$ cat config.mk
export PLATFORM = sky130hd
export DESIGN_NAME = turn_indicator_hazard_controller
export DESIGN_NICKNAME = d
export VERILOG_FILES = /design/src/sv/tihc_pkg.sv /design/src/sv/tihc_step.sv /design/src/sv/turn_indicator_hazard_controller.sv
export SDC_FILE = /design/constraint.sdc
export NUM_CORES = 1
export LEC_CHECK = 0
export BUFFER_PORTS_ARGS = -buffer_cell sky130_fd_sc_hd__buf_2
export CAP_MARGIN = 20
export CORE_ASPECT_RATIO = 0.8
export CORE_UTILIZATION = 55
export CTS_CLUSTER_SIZE = 20
export DETAILED_ROUTE_END_ITERATION = 16
export GPL_TIMING_DRIVEN = 0
export PLACE_DENSITY = 0.7
export SLEW_MARGIN = 40
export SYNTH_ARGS = -nofsm -noshare
export SYNTH_HDL_FRONTEND = slang
export SYNTH_SLANG_ARGS = --single-unit
export TNS_END_PERCENT = 1
$ cat constraint.sdc
create_clock -name clk -period 12.4 [get_ports clk]
set_input_delay 2.48 -clock clk [delete_from_list [all_inputs] [get_ports clk]]
set_output_delay 2.48 -clock clk [all_outputs]
set_load 0.05 [all_outputs]
$ cat src/sv/tihc_pkg.sv
// Shared types and constants for the turn indicator / hazard controller.
// Used by tihc_step and turn_indicator_hazard_controller; depends on nothing.
package tihc_pkg;

    // Indicator mode codes
    typedef logic [1:0] mode_t;
    localparam mode_t MODE_IDLE   = 2'd0;
    localparam mode_t MODE_LEFT   = 2'd1;
    localparam mode_t MODE_RIGHT  = 2'd2;
    localparam mode_t MODE_HAZARD = 2'd3;

    // Configuration register map
    localparam int CFG_INDEX_BITS = 1;
    localparam int CFG_DATA_BITS  = 16;
    typedef logic [CFG_INDEX_BITS-1:0] cfg_index_t;
    typedef logic [CFG_DATA_BITS-1:0]  cfg_data_t;
    localparam cfg_index_t REG_HOLD_TIME      = 1'b0;
    localparam cfg_index_t REG_BLINK_INTERVAL = 1'b1;

    localparam cfg_data_t HOLD_TIME_RESET      = 16'd1000;
    localparam cfg_data_t BLINK_INTERVAL_RESET = 16'd300;

    // Control state that is not a time stamp
    typedef struct packed {
        mode_t mode;
        logic  flash_phase;
        logic  left_prev;
        logic  right_prev;
        logic  left_lamp;
        logic  right_lamp;
        logic  left_hold_off;
        logic  right_hold_off;
    } ctrl_t;

    localparam ctrl_t CTRL_RESET = '{
        mode:           MODE_IDLE,
        flash_phase:    1'b0,
        left_prev:      1'b0,
        right_prev:     1'b0,
        left_lamp:      1'b0,
        right_lamp:     1'b0,
        left_hold_off:  1'b0,
        right_hold_off: 1'b0
    };

endpackage

$ cat src/sv/tihc_step.sv
// Next-state logic for one button sample of the indicator controller.
// Depends on tihc_pkg (mode codes, ctrl_t).
module tihc_step #(
    parameter int TIME_BITS = 32
) (
    input  logic                   left,
    input  logic                   right,
    input  logic [TIME_BITS-1:0]   now,
    input  tihc_pkg::cfg_data_t    hold_time,
    input  tihc_pkg::cfg_data_t    blink_interval,
    input  tihc_pkg::ctrl_t        ctrl,
    input  logic [TIME_BITS-1:0]   last_toggle,
    input  logic [TIME_BITS-1:0]   left_start,
    input  logic [TIME_BITS-1:0]   right_start,
    input  logic [TIME_BITS-1:0]   both_start,
    output tihc_pkg::ctrl_t        ctrl_next,
    output logic [TIME_BITS-1:0]   last_toggle_next,
    output logic [TIME_BITS-1:0]   left_start_next,
    output logic [TIME_BITS-1:0]   right_start_next,
    output logic [TIME_BITS-1:0]   both_start_next
);
    import tihc_pkg::*;

    logic [TIME_BITS-1:0] hold_ext;
    logic [TIME_BITS-1:0] blink_ext;

    assign hold_ext  = TIME_BITS'(hold_time);
    assign blink_ext = TIME_BITS'(blink_interval);

    function automatic logic held_past(input logic [TIME_BITS-1:0] t_now,
                                       input logic [TIME_BITS-1:0] t_start,
                                       input logic [TIME_BITS-1:0] limit);
        logic [TIME_BITS-1:0] diff;
        diff = t_now - t_start;
        return diff > limit;
    endfunction

    always_comb
    begin
        logic                 skip;
        logic [TIME_BITS-1:0] since_toggle;

        ctrl_next        = ctrl;
        last_toggle_next = last_toggle;
        left_start_next  = left_start;
        right_start_next = right_start;
        both_start_next  = both_start;
        skip             = 1'b0;
        since_toggle     = '0;

        // Hold off a button that is still pressed after its action
        if (ctrl.left_hold_off)
        begin
            if (left)
                skip = 1'b1;
            else
                ctrl_next.left_hold_off = 1'b0;
        end
        if (!skip && ctrl.right_hold_off)
        begin
            if (right)
                skip = 1'b1;
            else
                ctrl_next.right_hold_off = 1'b0;
        end

        if (!skip)
        begin
            // Record press start times
            if (left && !ctrl.left_prev)
                left_start_next = now;
            if (right && !ctrl.right_prev)
                right_start_next = now;
            if (left && right && (!ctrl.left_prev || !ctrl.right_prev))
                both_start_next = now;

            // Both held: enter hazard
            if (left && right && ctrl_next.mode != MODE_HAZARD
                && held_past(now, both_start_next, hold_ext))
            begin
                ctrl_next.mode        = MODE_HAZARD;
                ctrl_next.flash_phase = 1'b1;
                last_toggle_next      = now;
            end

            // One button held alone in hazard: back to idle
            if (ctrl_next.mode == MODE_HAZARD && (left != right))
            begin
                if ((left && held_past(now, left_start_next, hold_ext))
                    || (right && held_past(now, right_start_next, hold_ext)))
                begin
                    ctrl_next.mode       = MODE_IDLE;
                    ctrl_next.left_lamp  = 1'b0;
                    ctrl_next.right_lamp = 1'b0;
                end
            end

            if (left && !right && ctrl_next.mode != MODE_HAZARD
                && held_past(now, left_start_next, hold_ext))
            begin
                ctrl_next.mode = (ctrl_next.mode == MODE_LEFT) ? MODE_IDLE : MODE_LEFT;
                ctrl_next.left_hold_off = 1'b1;
            end

            if (right && !left && ctrl_next.mode != MODE_HAZARD
                && held_past(now, right_start_next, hold_ext))
            begin
                ctrl_next.mode = (ctrl_next.mode == MODE_RIGHT) ? MODE_IDLE : MODE_RIGHT;
                ctrl_next.right_hold_off = 1'b1;
            end

            // Flash the lamps
            if (ctrl_next.mode != MODE_IDLE)
            begin
                since_toggle = now - last_toggle_next;
                if (since_toggle >= blink_ext)
                begin
                    ctrl_next.flash_phase = ~ctrl_next.flash_phase;
                    last_toggle_next      = now;
                    case (ctrl_next.mode)
                        MODE_LEFT:
                        begin
                            ctrl_next.left_lamp  = ctrl_next.flash_phase;
                            ctrl_next.right_lamp = 1'b0;
                        end
                        MODE_RIGHT:
                        begin
                            ctrl_next.left_lamp  = 1'b0;
                            ctrl_next.right_lamp = ctrl_next.flash_phase;
                        end
                        default:
                        begin
                            ctrl_next.left_lamp  = ctrl_next.flash_phase;
                            ctrl_next.right_lamp = ctrl_next.flash_phase;
                        end
                    endcase
                end
            end
            else
            begin
                ctrl_next.left_lamp  = 1'b0;
                ctrl_next.right_lamp = 1'b0;
            end

            ctrl_next.left_prev  = left;
            ctrl_next.right_prev = right;
        end
    end

endmodule

$ cat src/sv/turn_indicator_hazard_controller.sv
// Top level of the turn indicator / hazard flasher controller.
// Depends on tihc_pkg and tihc_step.
//
// Each input transaction is one button sample with a millisecond time stamp;
// each produces exactly one output transaction with both lamp drives and the
// current mode. The block takes one transaction per clock while in_stall is
// low. A sample is held in the input register; when it advances, the
// combinational update (TIME_BITS-wide subtracts and compares in tihc_step)
// writes the state and the result register together. A result thus passes
// through the input register and then the result register before it is
// offered on the output. The held sample advances whenever the result
// register is free or being taken in the same cycle; while a result is
// stalled, one more sample is taken into the input register before in_stall
// rises. Time differences wrap at TIME_BITS bits. Write the hold time and
// blink interval registers only while no transaction is in flight.
module turn_indicator_hazard_controller #(
    parameter int TIME_BITS = 32
) (
    input  logic                  clk,
    input  logic                  rst_n,
    // input channel
    input  logic                  in_valid,
    output logic                  in_stall,
    input  logic                  left_pressed,
    input  logic                  right_pressed,
    input  logic [31:0]           time_stamp_ms,
    // output channel
    output logic                  out_valid,
    input  logic                  out_stall,
    output logic                  left_lamp,
    output logic                  right_lamp,
    output tihc_pkg::mode_t       mode,
    // configuration
    input  logic                  cfg_we,
    input  tihc_pkg::cfg_index_t  cfg_index,
    input  tihc_pkg::cfg_data_t   cfg_data
);
    import tihc_pkg::*;

    // configuration registers
    cfg_data_t hold_time_reg;
    cfg_data_t blink_interval_reg;

    // input register
    logic                 in_valid_reg;
    logic                 left_reg;
    logic                 right_reg;
    logic [TIME_BITS-1:0] now_reg;

    // block state
    ctrl_t                ctrl_reg;
    ctrl_t                ctrl_next;
    logic [TIME_BITS-1:0] last_toggle_reg;
    logic [TIME_BITS-1:0] left_start_reg;
    logic [TIME_BITS-1:0] right_start_reg;
    logic [TIME_BITS-1:0] both_start_reg;
    logic [TIME_BITS-1:0] last_toggle_next;
    logic [TIME_BITS-1:0] left_start_next;
    logic [TIME_BITS-1:0] right_start_next;
    logic [TIME_BITS-1:0] both_start_next;

    // result register
    logic                 out_valid_reg;
    logic                 left_lamp_reg;
    logic                 right_lamp_reg;
    mode_t                mode_reg;

    logic                 advance;
    logic                 in_take;
    logic [TIME_BITS+31:0] stamp_wide;

    // Fit the 32-bit stamp to TIME_BITS: truncate or zero-extend
    assign stamp_wide = {{TIME_BITS{1'b0}}, time_stamp_ms};

    // Advance the held sample when the result register is free or draining
    assign advance  = in_valid_reg && (!out_valid_reg || !out_stall);
    assign in_stall = in_valid_reg && !advance;
    assign in_take  = in_valid && !in_stall;

    always_ff @(posedge clk or negedge rst_n)
    begin
        if (!rst_n)
        begin
            hold_time_reg      <= HOLD_TIME_RESET;
            blink_interval_reg <= BLINK_INTERVAL_RESET;
        end
        else if (cfg_we)
        begin
            case (cfg_index)
                REG_HOLD_TIME:      hold_time_reg      <= cfg_data;
                REG_BLINK_INTERVAL: blink_interval_reg <= cfg_data;
                default:            ;
            endcase
        end
    end

    // Input register: hold the sample until it advances
    always_ff @(posedge clk or negedge rst_n)
    begin
        if (!rst_n)
            in_valid_reg <= 1'b0;
        else if (in_take)
            in_valid_reg <= 1'b1;
        else if (advance)
            in_valid_reg <= 1'b0;
    end

    always_ff @(posedge clk)
    begin
        if (in_take)
        begin
            left_reg  <= left_pressed;
            right_reg <= right_pressed;
            now_reg   <= stamp_wide[TIME_BITS-1:0];
        end
    end

    tihc_step #(
        .TIME_BITS (TIME_BITS)
    ) u_step (
        .left             (left_reg),
        .right            (right_reg),
        .now              (now_reg),
        .hold_time        (hold_time_reg),
        .blink_interval   (blink_interval_reg),
        .ctrl             (ctrl_reg),
        .last_toggle      (last_toggle_reg),
        .left_start       (left_start_reg),
        .right_start      (right_start_reg),
        .both_start       (both_start_reg),
        .ctrl_next        (ctrl_next),
        .last_toggle_next (last_toggle_next),
        .left_start_next  (left_start_next),
        .right_start_next (right_start_next),
        .both_start_next  (both_start_next)
    );

    // State update: commit only when the sample advances
    always_ff @(posedge clk or negedge rst_n)
    begin
        if (!rst_n)
        begin
            ctrl_reg        <= CTRL_RESET;
            last_toggle_reg <= '0;
            left_start_reg  <= '0;
            right_start_reg <= '0;
            both_start_reg  <= '0;
        end
        else if (advance)
        begin
            ctrl_reg        <= ctrl_next;
            last_toggle_reg <= last_toggle_next;
            left_start_reg  <= left_start_next;
            right_start_reg <= right_start_next;
            both_start_reg  <= both_start_next;
        end
    end

    // Result register: load on advance, drop once taken
    always_ff @(posedge clk or negedge rst_n)
    begin
        if (!rst_n)
            out_valid_reg <= 1'b0;
        else if (advance)
            out_valid_reg <= 1'b1;
        else if (!out_stall)
            out_valid_reg <= 1'b0;
    end

    always_ff @(posedge clk)
    begin
        if (advance)
        begin
            left_lamp_reg  <= ctrl_next.left_lamp;
            right_lamp_reg <= ctrl_next.right_lamp;
            mode_reg       <= ctrl_next.mode;
        end
    end

    assign out_valid  = out_valid_reg;
    assign left_lamp  = left_lamp_reg;
    assign right_lamp = right_lamp_reg;
    assign mode       = mode_reg;

endmodule
-- Word-level counts from Yosys, hierarchy flattened
Cells that the tools add are included.
- $add $sub $neg: 4
- $mul: 0
- div/mod/pow operators: 0
- magnitude comparators: 4
- equality and inequality tests: 10
- shift-type cells: 0
- multiplexer cells: 41
- bitwise operators: 3
- reductions and logical operators: 36
- operator list (cell ; count):
    32-bit 2-to-1 mux ; 10
    32-bit subtractor ; 4
    32-bit by 16-bit > comparator with 1-bit output ; 3
    32-bit by 16-bit >= comparator with 1-bit output ; 1
    2-bit 2-to-1 mux ; 12
    1-bit logical AND ; 19
    1-bit 2-to-1 mux ; 15
    1-bit zero test ; 9
    9-bit 2-to-1 mux ; 1
    2-bit == test (second input constant) ; 3
    3-bit 2-to-1 mux ; 2
    2-bit != test (second input constant) ; 3
    2-bit AND reduction ; 3
    2-bit by 1-bit == test with 1-bit output (second input constant) ; 2
    2-bit one-hot mux with 2 select lines ; 1
    2-bit nonzero test ; 2
    1-bit logical OR ; 3
    1-bit inverter ; 3
    2-bit by 1-bit != test with 1-bit output (second input constant) ; 1
    1-bit != test ; 1
- register bits after elaboration: 209
- bits in latches: 0
- bits in writable memories: 0
- memory bits (read-only): 0
- output and inout bits: 6
- memories kept: 0

-- Depth between registers and ports, before layout
Gate-level depths: netlist of run 1.
- depth in word-level cells: 30
- gate-level depth with buffers: 62
- mapped depth without buffers: 55

-- Hierarchy
A second synthesis of run 1 with hierarchy kept.
- cell total of the unflattened synthesis: 2487
- area, all modules: 21973.6 um^2
- by module, submodules not included (module ; instances ; cells each ; area each (um^2)):
    tihc_step ; 1 ; 2083 ; 13882.1
    turn_indicator_hazard_controller ; 1 ; 404 ; 8091.5

-- Worst setup path after synthesis of run 1
Ideal clock, no wire load.
- kind: reg2reg
- start point: register left_reg
- end point: register last_toggle_reg[7]
- library setup time: 0.137 ns
- arrival: 11.062 ns
- path slack: 1.200 ns
- stages on the path, launching flop included: 61
- buffers on the path: 7
- cell sequence: edfxtp_1 ha_1 a21bo_2 clkbuf_1 clkbuf_1 buf_1 o21ai_0 ha_1 nor2_1 o21bai_1 and3_1 a21oi_1 o21ai_0 o21a_1 a221oi_1 nor3b_1 o21ai_0 a221oi_1 [... 25 more ...] xor2_1 ha_1 and4_1 a21oi_1 nand2_1 a311oi_1 o21ai_0 nor4_1 nand3_1 a311oi_1 nand4bb_1 nor4_1 nand4_1 or3_1 buf_2 buf_4 o2111ai_1 o311ai_1
- word-level cells in the longest chain between the ends: 25
- elaborated cells between the ends (all ways): 55
- classes of those cells: 3 x add/sub; 3 x order compare; 6 x eq/ne; 23 x mux; 1 x bitwise; 19 x reduce/logical
- ends and longest elaborated chain (item ; line ; text):
    start: declaration ; turn_indicator_hazard_controller.sv:46 ; logic left_reg;
    start signal: assignment ; turn_indicator_hazard_controller.sv:112 ; left_reg <= left_pressed;
    parallel branches: the longest is 25 deep, another holds 32-bit subtractor ; -- ;
    end signal: assignment ; turn_indicator_hazard_controller.sv:152 ; last_toggle_reg <= last_toggle_next;
    end: declaration ; turn_indicator_hazard_controller.sv:53 ; logic [TIME_BITS-1:0] last_toggle_reg;
Parallel ways; which one is timed is not known. The select of a mux whose other input is x is not followed.
A chain may end at the register's enable or synchronous reset.

-- Worst setup path after layout of run 1
- start point: register left_reg
- end point: register last_toggle_reg[25]
The elaborated chain is that of the path after synthesis.

==> run_results.csv, run 1 <==
group,metric,value,unit
timing,worst_pin_slew,0.878,ns
drt,drcViolationCount,0,
worst_setup_path,crit_top_cell,"a21oi_1",
worst_setup_path,cpPeakStageDelay,0.52,ns
finish,final_common_cell,"nand2_1",
worst_setup_path,cp_max_fo,10,
yosys,synth_top_cell_by_area,"dfrtp_1",
power_and_ir_drop,peakVddDrop,141,uV
worst_setup_path,r2r_slack,0.67,ns
yosys,netlist_instances,2376,
grt,grt_max_degree,64,
worst_setup_path,slowest_stage,"edfxtp_1",
yosys,yosys.area.top_type_share,20.7,%
floorplanning,fp.dieH,170,um
finish,antenna_cells,0,
clocking,clk_latency,0.57,ns
timing,finalHoldViolCount,0,
finish,fillerInstances,3126,
grt,grt_pass1_vias,18000,
clocking,cts_buffer_depth,3,
timing,fin_worst_skew,0.0265,ns
timing,fmax,0.0852,GHz
yosys,synth.distinct_cells,100,
yosys,yosys_most_used_dff,"dfrtp_1",
drt,vias,19400,
finish,multi_input_area,13400,um^2
clocking,hold_buffers,0,
clocking,htree_num_levels,1,
yosys,ys_warn_count,0,
yosys,syn_avg_cell_area,8.20,um^2
grt,met1_usage,50.0,%
floorplanning,die_x,212,um
yosys,async_flop_share,81.8,%
placed_design,gp_congestion,0.979,
floorplanning,core.rowCount,61,
finish,nNetsFinal,2712,
drt,firstDrtPassIters,6,
timing,slew_headroom,41.4,%
run,maxCapViolations,0,
grt,grt_first_pass_wirelength,101,mm
worst_setup_path,cp_top_family,"simple AND/OR/NAND/NOR gates",
worst_setup_path,worst-setup-path-type,"reg2reg",
worst_setup_path,end_kind,"flip-flop",
timing,period_share,94.6,%
drt,wl,66.1,mm
worst_setup_path,path_buf_inv,10,
finish,layout.cells.most_common_list,"237 x nand2_1, 194 x a21oi_1, 183 x o21ai_0",
floorplanning,core_area,34800,um^2
drt,vias_per_cell,6.54,
grt,grt.overflow.total,0,
clocking,cts_sinks,209,
worst_setup_path,crit_required,12.82,ns
finish,drive_gt1_share,11.4,%
placed_design,port_buffers,61,
power_and_ir_drop,powerDensity,262,nW/um^2
floorplanning,initial_core_util,56.0,%
finish,area_growth,11.3,%
worst_setup_path,critPathArrivalTime,12.15,ns
grt,busiest_layer,"met2",
grt,met2_usage,56.2,%
grt,grt_use_met3,6.86,%
finish,utilization,62.3,%
timing,slew_viol_final,0,
yosys,synth_edf_count,38,
placed_design,hpwl,49.8,mm
worst_hold_path,hold_path.class,"reg2reg",
yosys,yosysSeqAreaShare,27.9,%
clocking,cts.clk_slew.worst_paths,0.06,ns
drt,routedWlPerCell,22.3,um
clocking,tritoncts,"built",
timing,timing.final.ws_setup,0.667,ns
drt,antenna_left,0,
yosys,synthTopCellsByArea,"dfrtp_1 21%, ha_1 11%, edfxtp_1 5.9%",
floorplanning,die_area,36200,um^2
clocking,numCtsBuffers,25,
status,status,"completed",
grt,grt_use_total,35.9,%
finish,regArea,5430,um^2
yosys,synth-seq-cells,209,
power_and_ir_drop,p_leak,9.28,nW
floorplanning,io_pins,62,
timing,min_period,11.73,ns
drt,drt_iter0_drc,1929,
worst_setup_path,setup.worst_path.start_class,"flip-flop",
placed_design,dp_slack,-2.54,ns
yosys,synth_area,19500,um^2
clocking,cts_root_buf,"clkbuf_16",
timing,final-setup-viol-count,0,
yosys,syn_nets,2608,
grt,antenna_found_initial,1,
-- Yosys cell counts, types with 7 or more instances --
| master | number |
|---|---|
| maj3_1 | 20 |
| buf_2 | 20 |
| o31ai_1 | 24 |
| o21ai_0 | 186 |
| nor4_1 | 17 |
| a211oi_1 | 16 |
| o2111ai_1 | 38 |
| nand2_1 | 239 |
| a311oi_1 | 11 |
| or2_2 | 11 |
| a31oi_1 | 13 |
| a2111oi_0 | 11 |
| xnor2_1 | 41 |
| dfstp_2 | 10 |
| o21bai_1 | 13 |
| edfxtp_1 | 38 |
| xor2_1 | 36 |
| and2_1 | 39 |
| nor2b_1 | 31 |
| buf_1 | 12 |
| clkbuf_1 | 95 |
| nand4_1 | 32 |
| nand2b_1 | 39 |
| mux2_2 | 47 |
| a21boi_0 | 9 |
| o211ai_1 | 21 |
| nor3_1 | 38 |
| or3_1 | 19 |
| ha_1 | 174 |
| dfrtp_1 | 161 |
| o21ai_1 | 7 |
| inv_1 | 102 |
| a221oi_1 | 8 |
| o22ai_1 | 14 |
| nor3b_1 | 11 |
| o21a_1 | 27 |
| and3_1 | 17 |
| a21oi_1 | 199 |
| mux2i_1 | 78 |
| nor2_1 | 147 |
| nand3_1 | 137 |
| a21o_1 | 43 |
-- repair_timing --
item / CTS / global route
endpoints found under the hold margin: 0 / 0
pin swaps: 1 / 13
resized for setup: 28 / 52
endpoints found under the setup margin: 37 / 37
setup buffers: 2 / 15
-- per-layer routing --
layer,wire [um],up-vias
met2,29300,814
met3,5590,122
li1,-,9046
met1,29200,9435
met5,0,-
met4,2040,0
-- cell families after synthesis --
logic type	share of synthesized area (%)
muxes	6.73
and+or+nand+nor	20.3
xor gates and xnor gates	3.55
adders and majority gates	12.5
buffers and inverters	4.68
DFF	27.9
AOI/OAI and AO/OA	24.4
-- power by group --
group          total, mW  switching, mW  leakage (nW)  internal, mW
logic               3.78           2.30          6.44          1.47
registers           1.15          0.193          2.45         0.956
clock network      0.743          0.323         0.388         0.420
total               5.67           2.82          9.28          2.85
-- cell type report --
| type | instances | area share [%] |
|---|---|---|
| Tap cell | 472 | 2.73 |
| Timing Repair Buffer | 80 | 2.30 |
| Inverter | 104 | 1.80 |
| Sequential cell | 209 | 25.1 |
| Multi-Input combinational cell | 1933 | 61.8 |
| Clock inverter | 16 | 0.675 |
| Buffer | 127 | 2.60 |
| Clock buffer | 30 | 3.02 |
-- through the flow --
stage | instance area (um^2) | TNS [ns] | cells | hold WS, ns | power, mW
2_1_floorplan | 19500 | 0 | 2376 | 0.449 | 3.82
3_3_place_gp | 20400 | -93.62 | 2909 | 0.461 | 4.61
3_5_place_dp | 20400 | -90.89 | 2911 | 0.470 | 4.72
4_1_cts | 21400 | 0 | 2958 | 0.483 | 5.52
5_1_grt | 21700 | -0.000986 | 2971 | 0.497 | 6.11
6_report | 21700 | 0 | 2971 | 0.480 | 5.67
-- worst register-to-register path, delay by kind of cell, from the launching register on --
family          cells  cell delay (ns)
simple gates       20             3.57
compound gates     17             3.41
buf+inv            10             2.04
fa+ha+maj           6             1.71
flops               1             0.52
xor+xnor            2             0.34
-- worst paths after layout --
path / from / to / cells past startpoint
max in group asynchronous: rst_n / both_start_reg[0]$_DFFE_PN0P_ / 2
min in group asynchronous: rst_n / last_toggle_reg[25]$_DFFE_PN0P_ / 1
worst max register to register: left_reg$_DFFE_PP_ / last_toggle_reg[25]$_DFFE_PN0P_ / 55
worst max-delay path: left_reg$_DFFE_PP_ / last_toggle_reg[25]$_DFFE_PN0P_ / 55
worst min-delay path: left_start_reg[22]$_DFFE_PN0P_ / left_start_reg[22]$_DFFE_PN0P_ / 2
worst min register to register: left_start_reg[22]$_DFFE_PN0P_ / left_start_reg[22]$_DFFE_PN0P_ / 2
Power figures use the tool's default switching activity.
==> run 2, diff against run 1 <==
- clock period: 12.4 -> 11.2 ns (I/O delays scaled with it)
==> run 2 against run 1 <==
  * Sequential share of layout area decreased by 0.54 points
  * Cell count increased by 0.44%
  * Critical endpoint is now last_toggle_reg[13]$_DFFE_PN0P_
  * Power increased by 13%
  * Clock power increased by 11%
  * Count of clock-buffer cells in the layout unchanged
  * Utilization increased by 1.4 points
  * Setup slack got worse by 0.22 ns
==> run_results.csv, run 2 (synthesis results as in run 1) <==
group,metric,value,unit
worst_setup_path,slowest_stage,"edfxtp_1",
finish,area_growth,13.7,%
finish,antenna_cells,0,
clocking,cts_root_buf,"clkbuf_16",
worst_setup_path,r2r_slack,0.45,ns
drt,drcViolationCount,0,
finish,regArea,5430,um^2
placed_design,dp.cells,2911,
grt,grt_max_degree,64,
timing,period_share,96.0,%
grt,met2_usage,56.7,%
timing,worst_pin_slew,1.00,ns
grt,grt.overflow.total,0,
clocking,htree_num_levels,1,
drt,routedWlPerCell,22.3,um
timing,min_period,10.75,ns
finish,fin_area,22200,um^2
clocking,cts_sinks,209,
floorplanning,core.rowCount,61,
worst_hold_path,hold_path.class,"reg2reg",
power_and_ir_drop,p_leak,9.42,nW
worst_setup_path,setup.worst_path.start_class,"flip-flop",
worst_setup_path,end_kind,"flip-flop",
clocking,hold_buffers,0,
clocking,cts_buffer_depth,3,
drt,vias_per_cell,6.54,
floorplanning,die_area,36200,um^2
placed_design,hpwl,49.8,mm
worst_setup_path,cpPeakStageDelay,0.47,ns
floorplanning,die_x,212,um
timing,fmax,0.0930,GHz
grt,grt_use_total,36.1,%
clocking,clk_latency,0.57,ns
grt,met1_usage,50.0,%
finish,final_common_cell,"nand2_1",
power_and_ir_drop,powerDensity,289,nW/um^2
worst_setup_path,worst-setup-path-type,"reg2reg",
grt,grt_pass1_vias,18100,
clocking,numCtsBuffers,25,
drt,vias,19500,
finish,drive_gt1_share,13.7,%
finish,nNetsFinal,2725,
power_and_ir_drop,peakVddDrop,156,uV
drt,wl,66.5,mm
placed_design,gp_congestion,0.979,
floorplanning,fp.dieH,170,um
finish,fillerInstances,3075,
floorplanning,io_pins,62,
placed_design,postPlaceCellArea,20400,um^2
finish,final_cell_count_no_fill,2984,
timing,finalHoldViolCount,0,
timing,final-setup-viol-count,0,
drt,antenna_left,0,
grt,grt_use_met3,7.01,%
run,maxCapViolations,0,
floorplanning,core_area,34800,um^2
worst_setup_path,crit_required,11.64,ns
grt,busiest_layer,"met2",
status,status,"completed",
clocking,cts.clk_slew.worst_paths,0.06,ns
floorplanning,initial_core_util,56.0,%
timing,slew_headroom,33.0,%
grt,antenna_found_initial,1,
worst_setup_path,critPathArrivalTime,11.19,ns
timing,fin_worst_skew,0.0235,ns
placed_design,port_buffers,61,
drt,drt_iter0_drc,2072,
finish,multi_input_area,13700,um^2
worst_setup_path,cp_max_fo,10,
finish,layout.cells.most_common_list,"234 x nand2_1, 189 x a21oi_1, 179 x o21ai_0",
clocking,tritoncts,"built",
grt,grt_first_pass_wirelength,101,mm
timing,slew_viol_final,0,
drt,firstDrtPassIters,6,
[run 2: changes by cell type in the layout (fill, tap and decap cells not counted), sizes merged]
cell,change
buf,+15
clkbuf,-2
[run 2: path summary, 6_finish.rpt]
path,from,endpoint,cells after the start
max,right_reg$_DFFE_PP_,last_toggle_reg[13]$_DFFE_PN0P_,57
min,right_start_reg[28]$_DFFE_PN0P_,right_start_reg[28]$_DFFE_PN0P_,2
max reg2reg,right_reg$_DFFE_PP_,last_toggle_reg[13]$_DFFE_PN0P_,57
min reg2reg,right_start_reg[28]$_DFFE_PN0P_,right_start_reg[28]$_DFFE_PN0P_,2
max in group asynchronous,rst_n,blink_interval_reg[2]$_DFFE_PN1P_,2
min in group asynchronous,rst_n,last_toggle_reg[25]$_DFFE_PN0P_,1
[run 2: metal layers]
metal  wire [um]  vias up
met5           0        -
met1       29200     9491
met3        5430      121
met4        2170        0
li1            -     9070
met2       29800      832
[run 2: final cells by class]
class	instances	area share (%)
multi-input cells	1933	61.9
clock buffers	30	2.95
repair buffers	97	2.88
plain buffers	123	2.67
clock inverters	16	0.661
inverters	104	1.76
well taps	472	2.67
flip-flops and latches	209	24.5
[run 2: report_power, final]
part	internal (mW)	switching, mW
sequential	1.06	0.215
combinational	1.69	2.61
clock	0.465	0.358
[run 2: repair_timing]
item                                   in CTS  in global routing
setup buffers                              16                 18
setup endpoints to repair                  37                 37
endpoints found under the hold margin       0                  0
pin swaps                                   7                 30
gates resized for setup                    60                101
[run 2: critical path: cells and delay by family (launching register included)]
| family | cells | cell delay, ns |
|---|---|---|
| flip-flops | 1 | 0.47 |
| AO/OA/AOI/OAI | 20 | 3.40 |
| AND/OR/NAND/NOR | 22 | 3.71 |
| buffers and inverters | 9 | 1.57 |
| adder cells (fa/ha/maj) | 5 | 1.31 |
| XOR/XNOR | 1 | 0.13 |
[run 2: stage by stage]
| step | utilization, % | TNS, ns | hold WS [ns] | setup WS (ns) | power [mW] |
|---|---|---|---|---|---|
| after floorplan | - | 0 | 0.449 | 0.000168 | 4.23 |
| after global placement | 58.5 | -138.02 | 0.461 | -3.93 | 5.10 |
| after detailed placement | 58.8 | -135.29 | 0.470 | -3.74 | 5.23 |
| after CTS | 62.0 | 0 | 0.483 | 0.00965 | 6.16 |
| after global routing | 63.6 | -2.79 | 0.497 | -0.124 | 6.88 |
| final | 63.6 | 0 | 0.478 | 0.446 | 6.40 |
